### config.mk
export PLATFORM = sky130hd
export DESIGN_NAME = seven_segment_bargraph_serializer_unit
export DESIGN_NICKNAME = d
export VERILOG_FILES = /design/src/design/ssbs_pkg.sv /design/src/design/ssbs_word_build.sv /design/src/design/seven_segment_bargraph_serializer_unit.sv
export SDC_FILE = /design/constraint.sdc
export NUM_CORES = 1
export LEC_CHECK = 0
export ABC_CLOCK_PERIOD_IN_PS = 13000
export BUFFER_PORTS_ARGS = -buffer_cell sky130_fd_sc_hd__buf_2
export CORE_ASPECT_RATIO = 1.5
export CORE_MARGIN = 2
export CORE_UTILIZATION = 45
export CTS_BUF_LIST = sky130_fd_sc_hd__clkbuf_16
export DETAILED_ROUTE_END_ITERATION = 16
export HOLD_SLACK_MARGIN = 0.15
export SYNTH_ARGS = -nofsm -noshare
export SYNTH_HDL_FRONTEND = slang
export SYNTH_SLANG_ARGS = --single-unit
### constraint.sdc
create_clock -name clk -period 13 [get_ports clk]
set_input_delay 1.3 -clock clk [delete_from_list [all_inputs] [get_ports clk]]
set_output_delay 1.3 -clock clk [all_outputs]
set_load 0.02 [all_outputs]
### src/design/ssbs_pkg.sv
// Shared constants, types and segment tables for the bargraph serializer.
package ssbs_pkg;

	localparam int WORD_BITS = 32;
	localparam int POS_W     = $clog2(WORD_BITS);
	localparam int REM_W     = 10;	// number mod 1000

	localparam logic [POS_W-1:0] LAST_POS = POS_W'(WORD_BITS - 1);

	// payload held in the second stage
	typedef struct packed {
		logic                 cmd;
		logic [REM_W-1:0]     rem;
		logic [3:0]           bar;
		logic [WORD_BITS-1:0] raw;
	} item_s2_t;

	typedef enum logic {
		CMD_NUMBER = 1'b0,
		CMD_RAW    = 1'b1
	} cmd_t;

	// display 1 and display 3 share one pattern set, in different halves
	function automatic logic [15:0] seg_outer(input logic [3:0] d);
		logic [15:0] p;
		case (d)
			4'd0:    p = 16'h7007;
			4'd1:    p = 16'h4001;
			4'd2:    p = 16'h300B;
			4'd3:    p = 16'h600B;
			4'd4:    p = 16'h400D;
			4'd5:    p = 16'h600E;
			4'd6:    p = 16'h700E;
			4'd7:    p = 16'h4003;
			4'd8:    p = 16'h700F;
			4'd9:    p = 16'h600F;
			default: p = 16'h0000;
		endcase
		return p;
	endfunction

	function automatic logic [15:0] seg_tens(input logic [3:0] d);
		logic [15:0] p;
		case (d)
			4'd0:    p = 16'h0770;
			4'd1:    p = 16'h0410;
			4'd2:    p = 16'h03B0;
			4'd3:    p = 16'h06B0;
			4'd4:    p = 16'h04D0;
			4'd5:    p = 16'h06E0;
			4'd6:    p = 16'h07E0;
			4'd7:    p = 16'h0430;
			4'd8:    p = 16'h07F0;
			4'd9:    p = 16'h06F0;
			default: p = 16'h0000;
		endcase
		return p;
	endfunction

	// upper half only; levels above eight are dark
	function automatic logic [15:0] bar_pattern(input logic [3:0] lvl);
		logic [15:0] p;
		case (lvl)
			4'd0:    p = 16'h0000;
			4'd1:    p = 16'h0100;
			4'd2:    p = 16'h0300;
			4'd3:    p = 16'h0700;
			4'd4:    p = 16'h0F00;
			4'd5:    p = 16'h0F80;
			4'd6:    p = 16'h0FC0;
			4'd7:    p = 16'h0FE0;
			4'd8:    p = 16'h0FF0;
			default: p = 16'h0000;
		endcase
		return p;
	endfunction

endpackage

### src/design/ssbs_word_build.sv
// Splits the three-digit remainder into digits for the word; raw words pass.
module ssbs_word_build (
	input  ssbs_pkg::item_s2_t                 item,
	output logic [ssbs_pkg::WORD_BITS-1:0]     word
);

	logic [15:0] hund_prod;
	logic [3:0]  hund;
	logic [10:0] hund_x100;
	logic [6:0]  rem2;
	logic [14:0] tens_prod;
	logic [3:0]  tens;
	logic [7:0]  tens_x10;
	logic [3:0]  units;
	logic [15:0] upper;
	logic [15:0] lower;

	// r/100 as (r*41)>>12, exact for r below 1000
	assign hund_prod = 16'(item.rem) * 16'd41;
	assign hund      = hund_prod[15:12];
	assign hund_x100 = 11'(hund) * 11'd100;
	assign rem2      = 7'(11'(item.rem) - hund_x100);

	// r/10 as (r*205)>>11, exact for r below 100
	assign tens_prod = 15'(rem2) * 15'd205;
	assign tens      = tens_prod[14:11];
	assign tens_x10  = 8'(tens) * 8'd10;
	assign units     = 4'(8'(rem2) - tens_x10);

	assign upper = ssbs_pkg::seg_outer(hund) | ssbs_pkg::bar_pattern(item.bar);
	assign lower = ssbs_pkg::seg_tens(tens) | ssbs_pkg::seg_outer(units);

	always_comb begin
		if (item.cmd == ssbs_pkg::CMD_RAW) begin
			word = item.raw;
		end else begin
			word = {upper, lower};
		end
	end

endmodule

### src/design/seven_segment_bargraph_serializer_unit.sv
// Top level of the seven-segment and bargraph serializer.
//
//  channel | handshake              | payload
//  --------+------------------------+-------------------------------------------
//  item    | item_valid, item_ready | cmd, number_value, bar_level, raw_word
//  bit     | bit_valid, bit_ready   | serial_bit, bit_position, latch_strobe
//
// Every item yields 32 bit transfers, one per cycle while bit_ready is high, so
// the sustained item rate is set by the output shift register.
// The item enters the input register on the transfer edge, then passes the
// mod-1000 register and is loaded into the shift register, which offers bit 0.
// The next item is taken and prepared while the current word is still shifting.
// arst_n clears all valid flags and the bit counter; no clearing pass is needed.
module seven_segment_bargraph_serializer_unit (
	input  logic        clk,
	input  logic        arst_n,
	input  logic        item_valid,
	output logic        item_ready,
	input  logic        cmd,
	input  logic [15:0] number_value,
	input  logic [3:0]  bar_level,
	input  logic [31:0] raw_word,
	output logic        bit_valid,
	input  logic        bit_ready,
	output logic        serial_bit,
	output logic [4:0]  bit_position,
	output logic        latch_strobe
);

	localparam int WB = ssbs_pkg::WORD_BITS;
	localparam int PW = ssbs_pkg::POS_W;
	localparam int RW = ssbs_pkg::REM_W;

	// stage 1: input register
	logic          v_s1;
	logic          cmd_s1;
	logic [15:0]   num_s1;
	logic [3:0]    bar_s1;
	logic [WB-1:0] raw_s1;

	// stage 2: residue mod 1000
	logic               v_s2;
	ssbs_pkg::item_s2_t item_s2;

	// stage 3: output shift register
	logic          v_s3;
	logic [WB-1:0] sh_s3;
	logic [PW-1:0] cnt_s3;

	logic          bit_xfer;
	logic          last_bit;
	logic          load_s3;
	logic          adv_s2;
	logic [32:0]   div_prod;
	logic [6:0]    kilo;
	logic [16:0]   kilo_x1000;
	logic [RW-1:0] rem_s1;
	logic [WB-1:0] word;

	assign bit_xfer = bit_valid && bit_ready;
	assign last_bit = cnt_s3 == ssbs_pkg::LAST_POS;
	assign load_s3  = v_s2 && (!v_s3 || (bit_xfer && last_bit));
	assign adv_s2   = v_s1 && (!v_s2 || load_s3);
	assign item_ready = !v_s1 || adv_s2;

	// n/1000 as (n*67109)>>26, exact over the 16-bit range
	assign div_prod   = 33'(num_s1) * 33'd67109;
	assign kilo       = div_prod[32:26];
	assign kilo_x1000 = 17'(kilo) * 17'd1000;
	assign rem_s1     = RW'(17'(num_s1) - kilo_x1000);

	always_ff @(posedge clk or negedge arst_n) begin
		if (!arst_n) begin
			v_s1 <= 1'b0;
		end else if (item_ready) begin
			v_s1 <= item_valid;
		end
	end

	always_ff @(posedge clk) begin
		if (item_ready && item_valid) begin
			cmd_s1 <= cmd;
			num_s1 <= number_value;
			bar_s1 <= bar_level;
			raw_s1 <= raw_word;
		end
	end

	always_ff @(posedge clk or negedge arst_n) begin
		if (!arst_n) begin
			v_s2 <= 1'b0;
		end else if (!v_s2 || load_s3) begin
			v_s2 <= v_s1;
		end
	end

	always_ff @(posedge clk) begin
		if (adv_s2) begin
			item_s2.cmd <= cmd_s1;
			item_s2.rem <= rem_s1;
			item_s2.bar <= bar_s1;
			item_s2.raw <= raw_s1;
		end
	end

	ssbs_word_build u_word (
		.item (item_s2),
		.word (word)
	);

	always_ff @(posedge clk or negedge arst_n) begin
		if (!arst_n) begin
			v_s3   <= 1'b0;
			cnt_s3 <= '0;
		end else if (load_s3) begin
			v_s3   <= 1'b1;
			cnt_s3 <= '0;
		end else if (bit_xfer) begin
			v_s3   <= !last_bit;
			cnt_s3 <= cnt_s3 + PW'(1);
		end
	end

	always_ff @(posedge clk) begin
		if (load_s3) begin
			sh_s3 <= word;
		end else if (bit_xfer) begin
			sh_s3 <= sh_s3 >> 1;
		end
	end

	assign bit_valid    = v_s3;
	assign serial_bit   = sh_s3[0];
	assign bit_position = cnt_s3;
	assign latch_strobe = last_bit;

endmodule

======== Word level (Yosys, flattened, before mapping) ========
Memory sizes are Yosys's and may differ from the RTL's. A register that Yosys moved wholly into a read port is not among the register bits.
Index checks and enable logic that the tools add are counted.
operators by class
  multipliers ............................. 6
  bitwise gates (word level) .............. 2
  reductions and logical operators ........ 13
  add/subtract/negate cells ............... 4
  equality and inequality tests ........... 1
  mux-type cells .......................... 8
operator list
  kind                                                 number
  two-way mux 32 bit                                   3
  multiplier 16 x 17 -> 33 bit, second input constant  1
  OR 16 bit                                            2
  multiplier 10 x 6 -> 16 bit, second input constant   1
  multiplier 7 x 8 -> 15 bit, second input constant    1
  two-way mux 5 bit                                    2
  subtractor 10 bit                                    1
  multiplier 7 x 3 -> 7 bit, second input constant     1
  subtractor 7 bit                                     1
  adder 5 x 1 -> 5 bit, second input constant          1
  == test 5 bit, second input constant                 1
  logical AND 1 bit                                    5
  multiplier 4 x 5 -> 5 bit, second input constant     1
  logical NOT 1 bit                                    4
  multiplier 4 x 3 -> 3 bit, second input constant     1
  two-way mux 4 bit                                    1
  subtractor 4 bit                                     1
  logical OR 1 bit                                     3
  two-way mux 1 bit                                    2
  nonzero test 2 bit                                   1
storage, ports and cells
  register bits after elaboration ......... 140
  input port bits ......................... 57
  memories ................................ 4
  word-level logic and storage cells ...... 51
  bits in read-only memories .............. 464
memory list
  memory           depth  width  read ports  clocked after Yosys merged registers in  write ports  line            text
  (no name shown)  16     8      1           1                                        0            ssbs_pkg.sv:63  case (lvl)
  (no name shown)  16     7      1           0                                        0            ssbs_pkg.sv:26  case (d)
  (no name shown)  16     7      1           0                                        0            ssbs_pkg.sv:44  case (d)
  (no name shown)  16     7      1           0                                        0            ssbs_pkg.sv:26

======== Logic depth before layout (Yosys ltp) ========
Gate-level depths: netlist of run 1.
An unclocked memory read counts as a cell.
  word-level depth ........................ 10
  gate-level depth with buffers ........... 39
  depth with buffers taken out ............ 38

======== Cells and area by module ========
A second synthesis of run 1 with hierarchy kept.
unflattened totals
  cell total of the unflattened synthesis .. 917
  area total of the unflattened synthesis .. 11109.4 um^2
modules (own cells, without submodules)
  module                                  times used  seq. area each (um^2)  cells each  area each (um^2)
  seven_segment_bargraph_serializer_unit  1           4164.0                 580         8309.2
  ssbs_word_build                         1           0.0                    337         2800.2

======== Least setup slack after synthesis of run 1 ========
Ideal clock, no wire load.
  kind .................................... register to register
  start point ............................. reg item_s2[37] (netlist name)
  end point ............................... reg sh_s3[1], data pin
  period minus slack after synthesis ...... 8.721 ns
  data arrival time ....................... 8.569 ns
  data required time ...................... 12.848 ns
  buffers on the path ..................... 1
  stages on the path, launching flop included .. 38
  setup slack ............................. 4.279 ns
  path through ............................ edfxtp_1 -> ha_1 -> inv_1 -> fa_1 -> inv_1 -> ha_1 -> ha_1 -> nand4_1 -> o21ai_0 -> a221oi_1 -> o2111ai_1 -> a21oi_1 -> xnor2_1 -> inv_1 -> ha_1 -> inv_1 -> ha_1 -> a21oi_1 -> [2 not listed] -> ha_1 -> fa_1 -> inv_1 -> fa_1 -> inv_1 -> ha_1 -> a21oi_1 -> a211o_1 -> a31oi_4 -> a21oi_1 -> xor2_1 -> inv_1 -> fa_1 -> xnor2_1 -> xnor3_2 -> buf_6 -> or3_1 -> a31oi_1
between the ends
  longest elaborated chain between the ends .. 10
ends and longest elaborated chain
  element                       line                                           text
  start, declared               seven_segment_bargraph_serializer_unit.sv:43   ssbs_pkg::item_s2_t item_s2;
  multiplier 10 x 6 -> 16 bit   ssbs_word_build.sv:19                          assign hund_prod = 16'(item.rem) * 16'd41;
  multiplier 4 x 5 -> 5 bit     ssbs_word_build.sv:21                          assign hund_x100 = 11'(hund) * 11'd100;
  subtractor 7 bit (*)          ssbs_word_build.sv:22                          assign rem2 = 7'(11'(item.rem) - hund_x100);
  multiplier 7 x 8 -> 15 bit    ssbs_word_build.sv:25                          assign tens_prod = 15'(rem2) * 15'd205;
  multiplier 4 x 3 -> 3 bit     ssbs_word_build.sv:27                          assign tens_x10 = 8'(tens) * 8'd10;
  subtractor 4 bit (*)          ssbs_word_build.sv:28                          assign units = 4'(8'(rem2) - tens_x10);
  memory read (16 x 7 bit) (*)  n/a
  OR 16 bit (*)                 ssbs_word_build.sv:31                          assign lower = ssbs_pkg::seg_tens(tens) | ssbs_pkg::seg_outer(units);
  two-way mux 32 bit (*)        ssbs_word_build.sv:34                          if (item.cmd == ssbs_pkg::CMD_RAW) begin
  two-way mux 32 bit (*)        seven_segment_bargraph_serializer_unit.sv:125  if (load_s3) begin
  end signal, assigned          seven_segment_bargraph_serializer_unit.sv:126  sh_s3 <= word;
  end signal, assigned          seven_segment_bargraph_serializer_unit.sv:128  sh_s3 <= sh_s3 >> 1;
  end, declared                 seven_segment_bargraph_serializer_unit.sv:47   logic [WB-1:0] sh_s3;
Every way passes the cells marked *; elsewhere a longest branch is shown, timed or not.
A chain may end at the register's enable or synchronous reset.

======== Worst setup path in the final report of run 1 ========
  start point ............................. reg item_s2[40] (netlist name)
  end point ............................... reg sh_s3[14], data pin
The elaborated chain is that of the path after synthesis.

==> results of run 1 <==
cell usage after synthesis, drive strengths merged (4+ instances only):
library cell,number,area [um2]
nor2b,8,50.05
dfrtp,8,200.2
xnor2,22,200.2
edfxtp,132,3964
a21oi,50,250.2
or3,4,25.02
nand3b,12,90.09
nand4,6,37.54
mux2i,15,150.1
o21ai,39,195.2
dfxtp,8,160.2
a21o,9,68.82
and3,7,43.79
a221oi,4,35.03
o21bai,4,30.03
nand3,11,55.05
inv,140,525.5
nand2,46,172.7
a31oi,7,58.81
nor2,29,108.9
clkbuf,13,48.80
o31ai,4,30.03
ha,233,2915
fa,55,1101
xor2,15,138.9
metrics by stage:
stage / setup WS, ns / area (um2) / utilization
CTS: 3.440 / 12260 / 0.5070
finish: 3.493 / 12260 / 0.5070
detailed placement: 3.452 / 11690 / 0.4837
floorplan: 4.279 / 10970 / -
global route: 2.639 / 12260 / 0.5070
global placement: 3.714 / 11690 / 0.4837
cell usage in the layout (no fill, tap or decap), types with 8 or more instances in the layout:
cell type  instances
mux2i_1           15
nor2_1            29
buf_2             65
o21ai_0           39
clkbuf_16         17
ha_1             233
nand2_1           46
dfxtp_1            8
a21oi_1           50
dfrtp_1            8
fa_1              55
xor2_1            14
edfxtp_1         132
nand3_1           11
nand3b_1          12
a21o_1             8
xnor2_1           21
inv_1            141
logic make-up after synthesis:
logic type / after synthesis / share of synthesized area
adders and majority gates: 289 / 0.3671
xor gates and xnor gates: 38 / 0.03308
and+or+nand+nor: 137 / 0.06137
muxes: 16 / 0.01471
buffers and inverters: 156 / 0.05407
AOI/OAI and AO/OA: 136 / 0.07551
DFF: 148 / 0.3942
routing by layer:
metal,track usage,up-vias,routed length [um]
li1,-,3382,-
met1,0.1809,3274,8035
met2,0.3547,76,12460
met3,0.02466,21,324
met4,0.05113,0,388
met5,0,-,0
registers in the layout, summed over array words and instances, names as in the netlist:
signal	flops
bit_position	5
bar_s1	4
item_s2	47
u_word.upper	8
bit_valid	1
v_s2	1
raw_s1	32
num_s1	16
sh_s3	32
cmd_s1	1
v_s1	1
worst max path at each step:
stage	start	to	slack [ns]	cells after the start
2_1_floorplan	item_s2[37]	sh_s3[1]	4.28	37
3_3_place_gp	item_s2[37]	sh_s3[14]	3.71	38
3_5_place_dp	item_s2[40]	sh_s3[14]	3.45	34
4_1_cts	item_s2[40]	sh_s3[14]	3.44	34
5_1_grt	item_s2[37]	sh_s3[14]	2.64	35
6_report	item_s2[40]	sh_s3[14]	3.49	34
power breakdown:
part           internal [uW]  switching, uW
clock                    253            210
combinational            425            622
sequential               540           11.3
area by class of cell:
class	instances	area (um2)	share of cell area
sequential	148	4324	0.3528
timing repair buffer	71	370.4	0.03022
tap	324	405.4	0.03308
clock buffer	17	425.4	0.03471
multi-input combinational	616	6067	0.4950
clock inverter	15	137.6	0.01123
inverter	140	525.5	0.04288
==> impl_metrics.xml, run 1 <==
<?xml version="1.0" encoding="UTF-8"?>
<metrics>
  <group name="finish">
    <metric name="fin_nets" unit="">1339</metric>
    <metric name="synthesis_to_finish_area_growth" unit="%">11.73</metric>
    <metric name="final_cell_count_no_fill" unit="">1331</metric>
    <metric name="final_layout_size_suffix_gt1_frac" unit="">0.1142</metric>
    <metric name="antennaDiodeCount" unit="">0</metric>
    <metric name="filler_cell_count" unit="">2225</metric>
  </group>
  <group name="drt">
    <metric name="drtAntennaViolNets" unit="">0</metric>
    <metric name="via_per_inst" unit="">5.074</metric>
    <metric name="drt_first_iter_violations" unit="">290</metric>
    <metric name="detailedRoute.firstPassIterationCount" unit="">5</metric>
    <metric name="drt-wirelength-per-cell" unit="um">15.94</metric>
    <metric name="via_count" unit="">6753</metric>
    <metric name="route.detailed.drc" unit="">0</metric>
    <metric name="route.final.wire_length" unit="um">21210</metric>
  </group>
  <group name="clock_network">
    <metric name="clock_tree.root_cell" unit="">clkbuf_16</metric>
    <metric name="h_tree_depth" unit="">4</metric>
    <metric name="tritoncts_clock_tree" unit="">done</metric>
    <metric name="max-clock-path-buffers" unit="">2</metric>
    <metric name="tritoncts_num_sinks" unit="">148</metric>
    <metric name="cts_setup_buffers" unit="">0</metric>
    <metric name="cts-resized-gates" unit="">0</metric>
    <metric name="cts_inserted_buffers" unit="">17</metric>
    <metric name="worstSkewPairLatency" unit="ns">0.42</metric>
    <metric name="holdBufCountCts" unit="">0</metric>
    <metric name="clk_transition_reported_paths" unit="ns">0.06</metric>
  </group>
  <group name="synth">
    <metric name="async_reset_ff_frac" unit="">0.05405</metric>
    <metric name="synth_fp_nets" unit="">1265</metric>
    <metric name="post_synth_instance_area" unit="um2">10970</metric>
    <metric name="synth.distinct_cells" unit="">54</metric>
    <metric name="synth-edff-count" unit="">132</metric>
    <metric name="synthesis.instances" unit="">920</metric>
    <metric name="yosysWarnings" unit="">0</metric>
    <metric name="synth.yosys.seq_area_share" unit="">0.3942</metric>
    <metric name="ys_ff_latch" unit="">148</metric>
    <metric name="avgSynthCellArea" unit="um2">11.92</metric>
    <metric name="synth-main-ff-cell" unit="">edfxtp_1</metric>
  </group>
  <group name="run_status">
    <metric name="outcome" unit="">complete, no violations</metric>
  </group>
  <group name="timing">
    <metric name="finalCriticalPeriod" unit="ns">9.507</metric>
    <metric name="final_hold_viol_count" unit="">0</metric>
    <metric name="min_period_over_period" unit="">0.7313</metric>
    <metric name="rsz0062_at_grt" unit="">no</metric>
    <metric name="finalSetupViolations" unit="">0</metric>
    <metric name="worst_slew_margin_rel" unit="">0.2790</metric>
    <metric name="worst_slew_pin_slew" unit="ns">1.074</metric>
    <metric name="hold_slack" unit="ns">0.4182</metric>
    <metric name="fin_skew" unit="ns">0.01696</metric>
    <metric name="timing.fmax" unit="MHz">105.2</metric>
    <metric name="drv_slew" unit="">0</metric>
    <metric name="setup-tns-final" unit="ns">0</metric>
  </group>
  <group name="floorplan">
    <metric name="die_width" unit="um">131.5</metric>
    <metric name="initial_cell_density_of_the_core" unit="">0.4538</metric>
    <metric name="floorplan.core_area" unit="um2">24170</metric>
    <metric name="row_count" unit="">70</metric>
    <metric name="dieHeight" unit="um">195.2</metric>
    <metric name="die_footprint" unit="um2">25670</metric>
    <metric name="top_level_ports" unit="">66</metric>
  </group>
  <group name="worst_setup_path">
    <metric name="critical-path-max-stage-delay" unit="ns">0.51</metric>
    <metric name="worstReg2RegStart" unit="">item_s2[40]</metric>
    <metric name="critPathBufInv" unit="">4</metric>
    <metric name="r2r_end" unit="">sh_s3[14]</metric>
    <metric name="timing.setup.critical_path_class" unit="">flop to flop</metric>
    <metric name="worstSetupEndpointType" unit="">flop</metric>
    <metric name="crit_top_cell" unit="">ha_1</metric>
    <metric name="rr_worst_depth" unit="">34</metric>
    <metric name="critPathLaunchType" unit="">flop</metric>
    <metric name="crit_arrival" unit="ns">9.76</metric>
    <metric name="crit_path_max_fanout" unit="">12</metric>
    <metric name="r2r_slack" unit="ns">3.49</metric>
    <metric name="slowest_stage" unit="">edfxtp_1</metric>
    <metric name="cp_top_family" unit="">adder cells</metric>
    <metric name="cp_data_required_time" unit="ns">13.26</metric>
  </group>
  <group name="pwr">
    <metric name="static_power_due_to_leakage" unit="uW">0.005756</metric>
    <metric name="power" unit="uW">2061</metric>
    <metric name="power_per_cell_area" unit="nW/um2">168.1</metric>
    <metric name="power.ir.vdd_worst" unit="mV">0.2594</metric>
  </group>
  <group name="placed_design">
    <metric name="hpwlAfterDp" unit="um">16850</metric>
    <metric name="port-buffer-count" unit="">65</metric>
    <metric name="gpl.final_weighted_congestion" unit="">0.7977</metric>
    <metric name="place.detailed.instances" unit="">1299</metric>
  </group>
  <group name="hold_path">
    <metric name="worstHoldEndpoint" unit="">item_s2[14]</metric>
    <metric name="holdCritStartpoint" unit="">raw_s1[14]</metric>
    <metric name="hp-class" unit="">flop to flop</metric>
    <metric name="min_delay_path_depth" unit="">0</metric>
  </group>
  <group name="global_route">
    <metric name="grt_pass1_vias" unit="">7147</metric>
    <metric name="grt_start_max_net_pins" unit="">54</metric>
    <metric name="overall_overflow_remaining_after_global_route" unit="">0</metric>
    <metric name="wire_length_of_the_first_global_routing_pass" unit="um">34960</metric>
    <metric name="antenna_found_initial" unit="">0</metric>
    <metric name="global_route.usage.total" unit="">0.1741</metric>
  </group>
  <group name="job">
    <metric name="max-cap-violations" unit="">0</metric>
  </group>
</metrics>
Power figures use the tool's default switching activity.
==> inputs of run 2 (changes only) <==
--- a/config.mk
+++ b/config.mk
@@ -5,7 +5,8 @@
 export SDC_FILE = /design/constraint.sdc
 export NUM_CORES = 1
 export LEC_CHECK = 0
-export ABC_CLOCK_PERIOD_IN_PS = 13000
+export ABC_AREA = 1
+export ABC_CLOCK_PERIOD_IN_PS = 7800
 export BUFFER_PORTS_ARGS = -buffer_cell sky130_fd_sc_hd__buf_2
 export CORE_ASPECT_RATIO = 1.5
 export CORE_MARGIN = 2
==> constraint.sdc (replaced) <==
create_clock -name clk -period 7.8 [get_ports clk]
set_input_delay 0.78 -clock clk [delete_from_list [all_inputs] [get_ports clk]]
set_output_delay 0.78 -clock clk [all_outputs]
set_load 0.02 [all_outputs]
==> impl_metrics.xml, run 2 <==
<?xml version="1.0" encoding="UTF-8"?>
<metrics>
  <group name="timing">
    <metric name="rsz0062_at_grt" unit="">yes</metric>
    <metric name="fin_skew" unit="ns">0.01635</metric>
    <metric name="hold_slack" unit="ns">0.1852</metric>
    <metric name="worst_slew_pin_slew" unit="ns">0.7669</metric>
    <metric name="worst_slew_margin_rel" unit="">0.4881</metric>
    <metric name="finalCriticalPeriod" unit="ns">7.658</metric>
    <metric name="final_hold_viol_count" unit="">0</metric>
    <metric name="min_period_over_period" unit="">0.9818</metric>
    <metric name="drv_slew" unit="">0</metric>
    <metric name="timing.fmax" unit="MHz">130.6</metric>
    <metric name="finalSetupViolations" unit="">0</metric>
    <metric name="setup_slack" unit="ns">0.1417</metric>
  </group>
  <group name="worst_setup_path">
    <metric name="crit_arrival" unit="ns">7.83</metric>
    <metric name="worstSetupEndpointType" unit="">flop</metric>
    <metric name="critical-path-max-stage-delay" unit="ns">0.50</metric>
    <metric name="critPathLaunchType" unit="">flop</metric>
    <metric name="cp_data_required_time" unit="ns">7.98</metric>
    <metric name="crit_top_cell" unit="">nand2_2</metric>
    <metric name="timing.setup.critical_path_class" unit="">flop to flop</metric>
    <metric name="crit_path_max_fanout" unit="">7</metric>
    <metric name="slowest_stage" unit="">fa_1</metric>
  </group>
  <group name="synth">
    <metric name="yosysWarnings" unit="">0</metric>
    <metric name="synth_fp_nets" unit="">1591</metric>
    <metric name="synthesis.instances" unit="">1246</metric>
    <metric name="async_reset_ff_frac" unit="">0.05405</metric>
    <metric name="ys_top_cells_by_area" unit="">edfxtp_1 33%, ha_1 24%, fa_1 9.2%</metric>
    <metric name="avgSynthCellArea" unit="um2">9.624</metric>
    <metric name="post-synth-top-area-fraction" unit="">0.3306</metric>
    <metric name="netlist_top_cells_count" unit="">266 x nand2_1, 233 x ha_1, 188 x inv_1</metric>
    <metric name="synth-edff-count" unit="">132</metric>
    <metric name="post-synth-top-area-cell" unit="">edfxtp_1</metric>
    <metric name="synth.distinct_cells" unit="">45</metric>
    <metric name="post_synth_instance_area" unit="um2">11990</metric>
    <metric name="synth-main-ff-cell" unit="">edfxtp_1</metric>
    <metric name="synth.yosys.seq_area_share" unit="">0.3606</metric>
    <metric name="synthMostInstantiatedCell" unit="">nand2_1</metric>
    <metric name="ys_ff_latch" unit="">148</metric>
  </group>
  <group name="floorplan">
    <metric name="dieHeight" unit="um">203.9</metric>
    <metric name="row_count" unit="">73</metric>
    <metric name="die_width" unit="um">137.3</metric>
    <metric name="die_footprint" unit="um2">28000</metric>
    <metric name="floorplan.core_area" unit="um2">26400</metric>
    <metric name="top_level_ports" unit="">66</metric>
    <metric name="initial_cell_density_of_the_core" unit="">0.4543</metric>
  </group>
  <group name="finish">
    <metric name="commonest_non_fill_non_tap_cell_in_the_layout" unit="">nand2_1</metric>
    <metric name="final_layout_size_suffix_gt1_frac" unit="">0.1824</metric>
    <metric name="largest_register_ffs" unit="">47</metric>
    <metric name="max_flop_register" unit="">item_s2</metric>
    <metric name="finalInstanceArea" unit="um2">14140</metric>
    <metric name="final_cell_count_no_fill" unit="">1714</metric>
    <metric name="synthesis_to_finish_area_growth" unit="%">17.89</metric>
    <metric name="fin_nets" unit="">1708</metric>
    <metric name="filler_cell_count" unit="">2390</metric>
    <metric name="layout_common_cells" unit="">248 x nand2_1, 206 x ha_1, 175 x inv_1</metric>
    <metric name="largestRegisters" unit="">item_s2 x47, raw_s1 x32, sh_s3 x32</metric>
  </group>
  <group name="drt">
    <metric name="detailedRoute.firstPassIterationCount" unit="">4</metric>
    <metric name="route.detailed.drc" unit="">0</metric>
    <metric name="drt-wirelength-per-cell" unit="um">15.82</metric>
    <metric name="via_per_inst" unit="">5.137</metric>
    <metric name="via_count" unit="">8804</metric>
    <metric name="drtAntennaViolNets" unit="">0</metric>
    <metric name="drt_first_iter_violations" unit="">269</metric>
    <metric name="route.final.wire_length" unit="um">27110</metric>
  </group>
  <group name="clock_network">
    <metric name="tritoncts_num_sinks" unit="">148</metric>
    <metric name="cts_inserted_buffers" unit="">17</metric>
    <metric name="clk_transition_reported_paths" unit="ns">0.07</metric>
    <metric name="holdBufCountCts" unit="">0</metric>
    <metric name="worstSkewPairLatency" unit="ns">0.42</metric>
    <metric name="tritoncts_clock_tree" unit="">done</metric>
    <metric name="h_tree_depth" unit="">4</metric>
    <metric name="max-clock-path-buffers" unit="">2</metric>
    <metric name="clock_tree.root_cell" unit="">clkbuf_16</metric>
  </group>
  <group name="placed_design">
    <metric name="pre_cts_slack" unit="ns">-0.1510</metric>
    <metric name="gpl.final_weighted_congestion" unit="">0.9242</metric>
    <metric name="placement.cell_area" unit="um2">12950</metric>
    <metric name="hpwlAfterDp" unit="um">21270</metric>
    <metric name="port-buffer-count" unit="">65</metric>
    <metric name="place.detailed.instances" unit="">1669</metric>
  </group>
  <group name="hold_path">
    <metric name="hp-class" unit="">input port to asynchronous set/reset pin</metric>
  </group>
  <group name="global_route">
    <metric name="overall_overflow_remaining_after_global_route" unit="">0</metric>
    <metric name="wire_length_of_the_first_global_routing_pass" unit="um">42590</metric>
    <metric name="grt_pass1_vias" unit="">8924</metric>
    <metric name="grt_start_max_net_pins" unit="">54</metric>
    <metric name="global_route.usage.total" unit="">0.1970</metric>
    <metric name="antenna_found_initial" unit="">1</metric>
  </group>
  <group name="run_status">
    <metric name="outcome" unit="">complete, no violations</metric>
  </group>
  <group name="job">
    <metric name="max-cap-violations" unit="">0</metric>
  </group>
</metrics>
run 2: cell types whose count changed in the layout (fill, tap and decap cells not counted), sizes merged, moves of 6 or more:
cell / previous run / this run
nand2: 46 / 273
nor2: 29 / 107
inv: 151 / 202
nand3: 11 / 51
buf: 71 / 109
xnor2: 22 / 2
mux2i: 15 / 0
nor2b: 8 / 0
and3: 7 / 0
a21oi: 50 / 44
nand4: 6 / 12
run 2: cell type report:
type	count	area [um2]	share of cell area
multi-input cells	893	7412	0.5243
flip-flops and latches	148	4324	0.3059
inverters	194	728.2	0.05151
repair buffers	109	659.4	0.04664
clock buffers	17	425.4	0.03009
well taps	337	421.7	0.02983
clock inverters	15	163.9	0.01159
diodes	1	2.502	0.0001770
run 2: final timing paths:
check                       startpoint               to  slack (ns)  cells after the start
hold / removal                  arst_n  bit_position[4]        0.19                      1
min in group clk             raw_s1[7]       item_s2[7]        0.42                      0
max in group asynchronous       arst_n             v_s2        7.44                      1
setup reg to reg           item_s2[37]         sh_s3[0]        0.14                     47
setup / recovery           item_s2[37]         sh_s3[0]        0.14                     47
hold reg to reg              raw_s1[7]       item_s2[7]        0.42                      0
run 2: routing by layer:
layer  GRT usage  routed length [um]
met1      0.2048               10080
met2      0.3952               15740
met3     0.02753                 615
met4     0.05928                 674
met5           0                   0
run 2: worst max-delay path: cells and delay by family (launching register included):
family                   cells  cell delay, ns
adder cells (fa/ha/maj)     13            4.06
AND/OR/NAND/NOR             21            1.63
buffers and inverters        9            0.60
flip-flops                   1            0.46
XOR/XNOR                     2            0.33
AO/OA/AOI/OAI                2            0.32
run 2: cells by family (layout without fill, tap and decap cells):
family | after synthesis | in the layout | share of synthesized area
AOI/OAI and AO/OA | 122 | 122 | 0.06021
buffers and inverters | 205 | 335 | 0.06417
xor gates and xnor gates | 18 | 18 | 0.01534
and+or+nand+nor | 465 | 465 | 0.1648
other | 0 | 1 | 0
DFF | 148 | 148 | 0.3606
adders and majority gates | 288 | 288 | 0.3349
run 2: what timing repair did:
item / CTS / global route
resized for setup: 19 / 68
pin swaps: 12 / 44
setup endpoints to repair: 7 / 8
buffers inserted: 7 / 5
run 2: through the flow:
stage | TNS (ns) | utilization
finish | 0 | 0.5356
detailed placement | -0.9191 | 0.4906
global placement | 0 | 0.4906
CTS | 0 | 0.5204
floorplan | 0 | -
global route | -1.190 | 0.5356
Power of run 2 is left out: the tool's default activity adds up to more than one toggle a clock period on the data nets, which glitch-free logic cannot reach.
==> inputs of run 3 (changes only) <==
--- a/config.mk
+++ b/config.mk
@@ -8,12 +8,15 @@
 export ABC_AREA = 1
 export ABC_CLOCK_PERIOD_IN_PS = 7800
 export BUFFER_PORTS_ARGS = -buffer_cell sky130_fd_sc_hd__buf_2
+export CELL_PAD_IN_SITES_DETAIL_PLACEMENT = 1
+export CELL_PAD_IN_SITES_GLOBAL_PLACEMENT = 1
 export CORE_ASPECT_RATIO = 1.5
 export CORE_MARGIN = 2
 export CORE_UTILIZATION = 45
 export CTS_BUF_LIST = sky130_fd_sc_hd__clkbuf_16
 export DETAILED_ROUTE_END_ITERATION = 16
 export HOLD_SLACK_MARGIN = 0.15
+export PLACE_DENSITY_LB_ADDON = 0.1
 export SYNTH_ARGS = -nofsm -noshare
 export SYNTH_HDL_FRONTEND = slang
 export SYNTH_SLANG_ARGS = --single-unit
==> impl_metrics.xml, run 3 (synthesis results as in run 2) <==
<?xml version="1.0" encoding="UTF-8"?>
<metrics>
  <group name="clock_network">
    <metric name="tritoncts_clock_tree" unit="">done</metric>
    <metric name="clk_transition_reported_paths" unit="ns">0.08</metric>
    <metric name="worstSkewPairLatency" unit="ns">0.43</metric>
    <metric name="h_tree_depth" unit="">4</metric>
    <metric name="cts_inserted_buffers" unit="">17</metric>
    <metric name="tritoncts_num_sinks" unit="">148</metric>
    <metric name="clock_tree.root_cell" unit="">clkbuf_16</metric>
    <metric name="max-clock-path-buffers" unit="">2</metric>
  </group>
  <group name="worst_setup_path">
    <metric name="critPathBufInv" unit="">7</metric>
    <metric name="timing.setup.critical_path_class" unit="">flop to flop</metric>
    <metric name="worstSetupEndpointType" unit="">flop</metric>
    <metric name="critical-path-max-stage-delay" unit="ns">0.58</metric>
    <metric name="critPathLaunchType" unit="">flop</metric>
    <metric name="rr_worst_depth" unit="">43</metric>
    <metric name="worst-path-stages" unit="">43</metric>
    <metric name="crit_top_cell" unit="">ha_4</metric>
    <metric name="slowest_stage" unit="">fa_1</metric>
    <metric name="cp_data_required_time" unit="ns">7.99</metric>
    <metric name="crit_path_max_fanout" unit="">7</metric>
    <metric name="cp_top_family" unit="">adder cells</metric>
    <metric name="crit_arrival" unit="ns">7.88</metric>
  </group>
  <group name="hold_path">
    <metric name="hp-class" unit="">input port to asynchronous set/reset pin</metric>
  </group>
  <group name="drt">
    <metric name="via_per_inst" unit="">5.284</metric>
    <metric name="drtAntennaViolNets" unit="">0</metric>
    <metric name="drt_first_iter_violations" unit="">347</metric>
    <metric name="drt-wirelength-per-cell" unit="um">18.66</metric>
    <metric name="route.detailed.drc" unit="">0</metric>
    <metric name="route.final.wire_length" unit="um">32230</metric>
    <metric name="detailedRoute.firstPassIterationCount" unit="">4</metric>
    <metric name="via_count" unit="">9125</metric>
  </group>
  <group name="placed_design">
    <metric name="placement.cell_area" unit="um2">12960</metric>
    <metric name="gpl.final_weighted_congestion" unit="">0.9048</metric>
    <metric name="hpwlAfterDp" unit="um">24750</metric>
    <metric name="port-buffer-count" unit="">65</metric>
  </group>
  <group name="timing">
    <metric name="worst_slew_margin_rel" unit="">0.5271</metric>
    <metric name="rsz0062_at_grt" unit="">yes</metric>
    <metric name="finalCriticalPeriod" unit="ns">7.693</metric>
    <metric name="worst_slew_pin_slew" unit="ns">0.7094</metric>
    <metric name="fin_skew" unit="ns">0.01349</metric>
    <metric name="final_hold_viol_count" unit="">0</metric>
    <metric name="timing.fmax" unit="MHz">130.0</metric>
    <metric name="min_period_over_period" unit="">0.9862</metric>
    <metric name="finalSetupViolations" unit="">0</metric>
    <metric name="drv_slew" unit="">0</metric>
  </group>
  <group name="run_status">
    <metric name="outcome" unit="">complete, no violations</metric>
  </group>
  <group name="global_route">
    <metric name="grt_pass1_vias" unit="">10088</metric>
    <metric name="overall_overflow_remaining_after_global_route" unit="">0</metric>
    <metric name="grt_start_max_net_pins" unit="">65</metric>
    <metric name="global_route.usage.total" unit="">0.2345</metric>
    <metric name="wire_length_of_the_first_global_routing_pass" unit="um">49980</metric>
    <metric name="antenna_found_initial" unit="">4</metric>
  </group>
  <group name="finish">
    <metric name="finalInstanceArea" unit="um2">14280</metric>
    <metric name="filler_cell_count" unit="">2967</metric>
    <metric name="fin_nets" unit="">1720</metric>
    <metric name="commonest_non_fill_non_tap_cell_in_the_layout" unit="">nand2_1</metric>
    <metric name="largestRegisters" unit="">item_s2 x47, raw_s1 x32, sh_s3 x32</metric>
    <metric name="synthesis_to_finish_area_growth" unit="%">19.08</metric>
    <metric name="largest_register_ffs" unit="">47</metric>
    <metric name="layout_common_cells" unit="">249 x nand2_1, 204 x ha_1, 181 x inv_1</metric>
    <metric name="max_flop_register" unit="">item_s2</metric>
    <metric name="final_layout_size_suffix_gt1_frac" unit="">0.1895</metric>
  </group>
  <group name="floorplan">
    <metric name="row_count" unit="">73</metric>
    <metric name="dieHeight" unit="um">203.9</metric>
    <metric name="die_footprint" unit="um2">28000</metric>
    <metric name="top_level_ports" unit="">66</metric>
    <metric name="initial_cell_density_of_the_core" unit="">0.4543</metric>
    <metric name="floorplan.core_area" unit="um2">26400</metric>
    <metric name="die_width" unit="um">137.3</metric>
  </group>
  <group name="job">
    <metric name="max-cap-violations" unit="">0</metric>
  </group>
</metrics>
-- run 3: cell count changes in the layout (fill, tap and decap cells not counted), moves of 2 or more --
| cell | before | now |
|---|---|---|
| ha_1 | 206 | 204 |
| xor2_2 | 3 | 6 |
| inv_1 | 175 | 181 |
| xor2_1 | 13 | 10 |
| ha_4 | 26 | 29 |
| inv_2 | 19 | 13 |
| clkinv_4 | 3 | 1 |
| clkinv_8 | 1 | 4 |
| nand3_2 | 8 | 10 |
| buf_4 | 43 | 55 |
-- run 3: final timing paths --
check	from	slack [ns]	end
max in group asynchronous	arst_n	7.44	bit_position[2]
worst min-delay path	arst_n	0.19	v_s2
worst min register to register	raw_s1[30]	0.42	item_s2[30]
worst max register to register	item_s2[38]	0.11	sh_s3[2]
min in group clk	raw_s1[30]	0.42	item_s2[30]
worst max-delay path	item_s2[38]	0.11	sh_s3[2]
-- run 3: final cells by class --
type                    instances  area, um2  share of cell area
clock buffers                  17      425.4             0.02979
flip-flops and latches        148       4324              0.3028
well taps                     337      421.7             0.02953
multi-input cells             893       7463              0.5227
diodes                          2      5.005           0.0003505
clock inverters                15      162.7             0.01139
inverters                     194      728.2             0.05099
repair buffers                121      749.5             0.05248
-- run 3: repair_timing --
action	CTS	global route
hold buffers	0	0
endpoints found under the setup margin	7	10
resized for setup	20	66
cloned	0	0
setup buffers	4	19
pin swaps	13	33
-- run 3: per-stage QoR --
stage                     TNS [ns]  utilization  setup WS [ns]  cells  hold WS (ns)
after global routing        -1.906       0.5408        -0.2931   1725        0.1754
final                            0       0.5410         0.1074   1727        0.1880
after global placement     -0.6849       0.4909        -0.1061   1670        0.4011
after CTS                        0       0.5202      0.0004530   1706        0.1699
after detailed placement    -1.758       0.4909        -0.2665   1670        0.4057
after floorplan                  0            -         0.2555   1246        0.4003
-- run 3: worst reg2reg max path, delay by kind of cell (launching register included) --
family                     cells  cell delay (ns)
AOI/OAI and AO/OA              2             0.29
DFF                            1             0.42
buffers and inverters          7             0.68
adders and majority gates     13             4.12
xor gates and xnor gates       2             0.34
and+or+nand+nor               19             1.59
-- run 3: per-layer routing --
| metal | routed length (um) | part of all wire | vias up | global-route usage |
|---|---|---|---|---|
| li1 | - | - | 4417 | - |
| met1 | 11640 | 0.36 | 4492 | 0.2320 |
| met2 | 18480 | 0.57 | 136 | 0.4609 |
| met3 | 625 | 0.019 | 76 | 0.03075 |
| met4 | 1458 | 0.045 | 4 | 0.1200 |
| met5 | 25 | 0.00078 | - | 0 |
Power of run 3 is left out for the same reason.
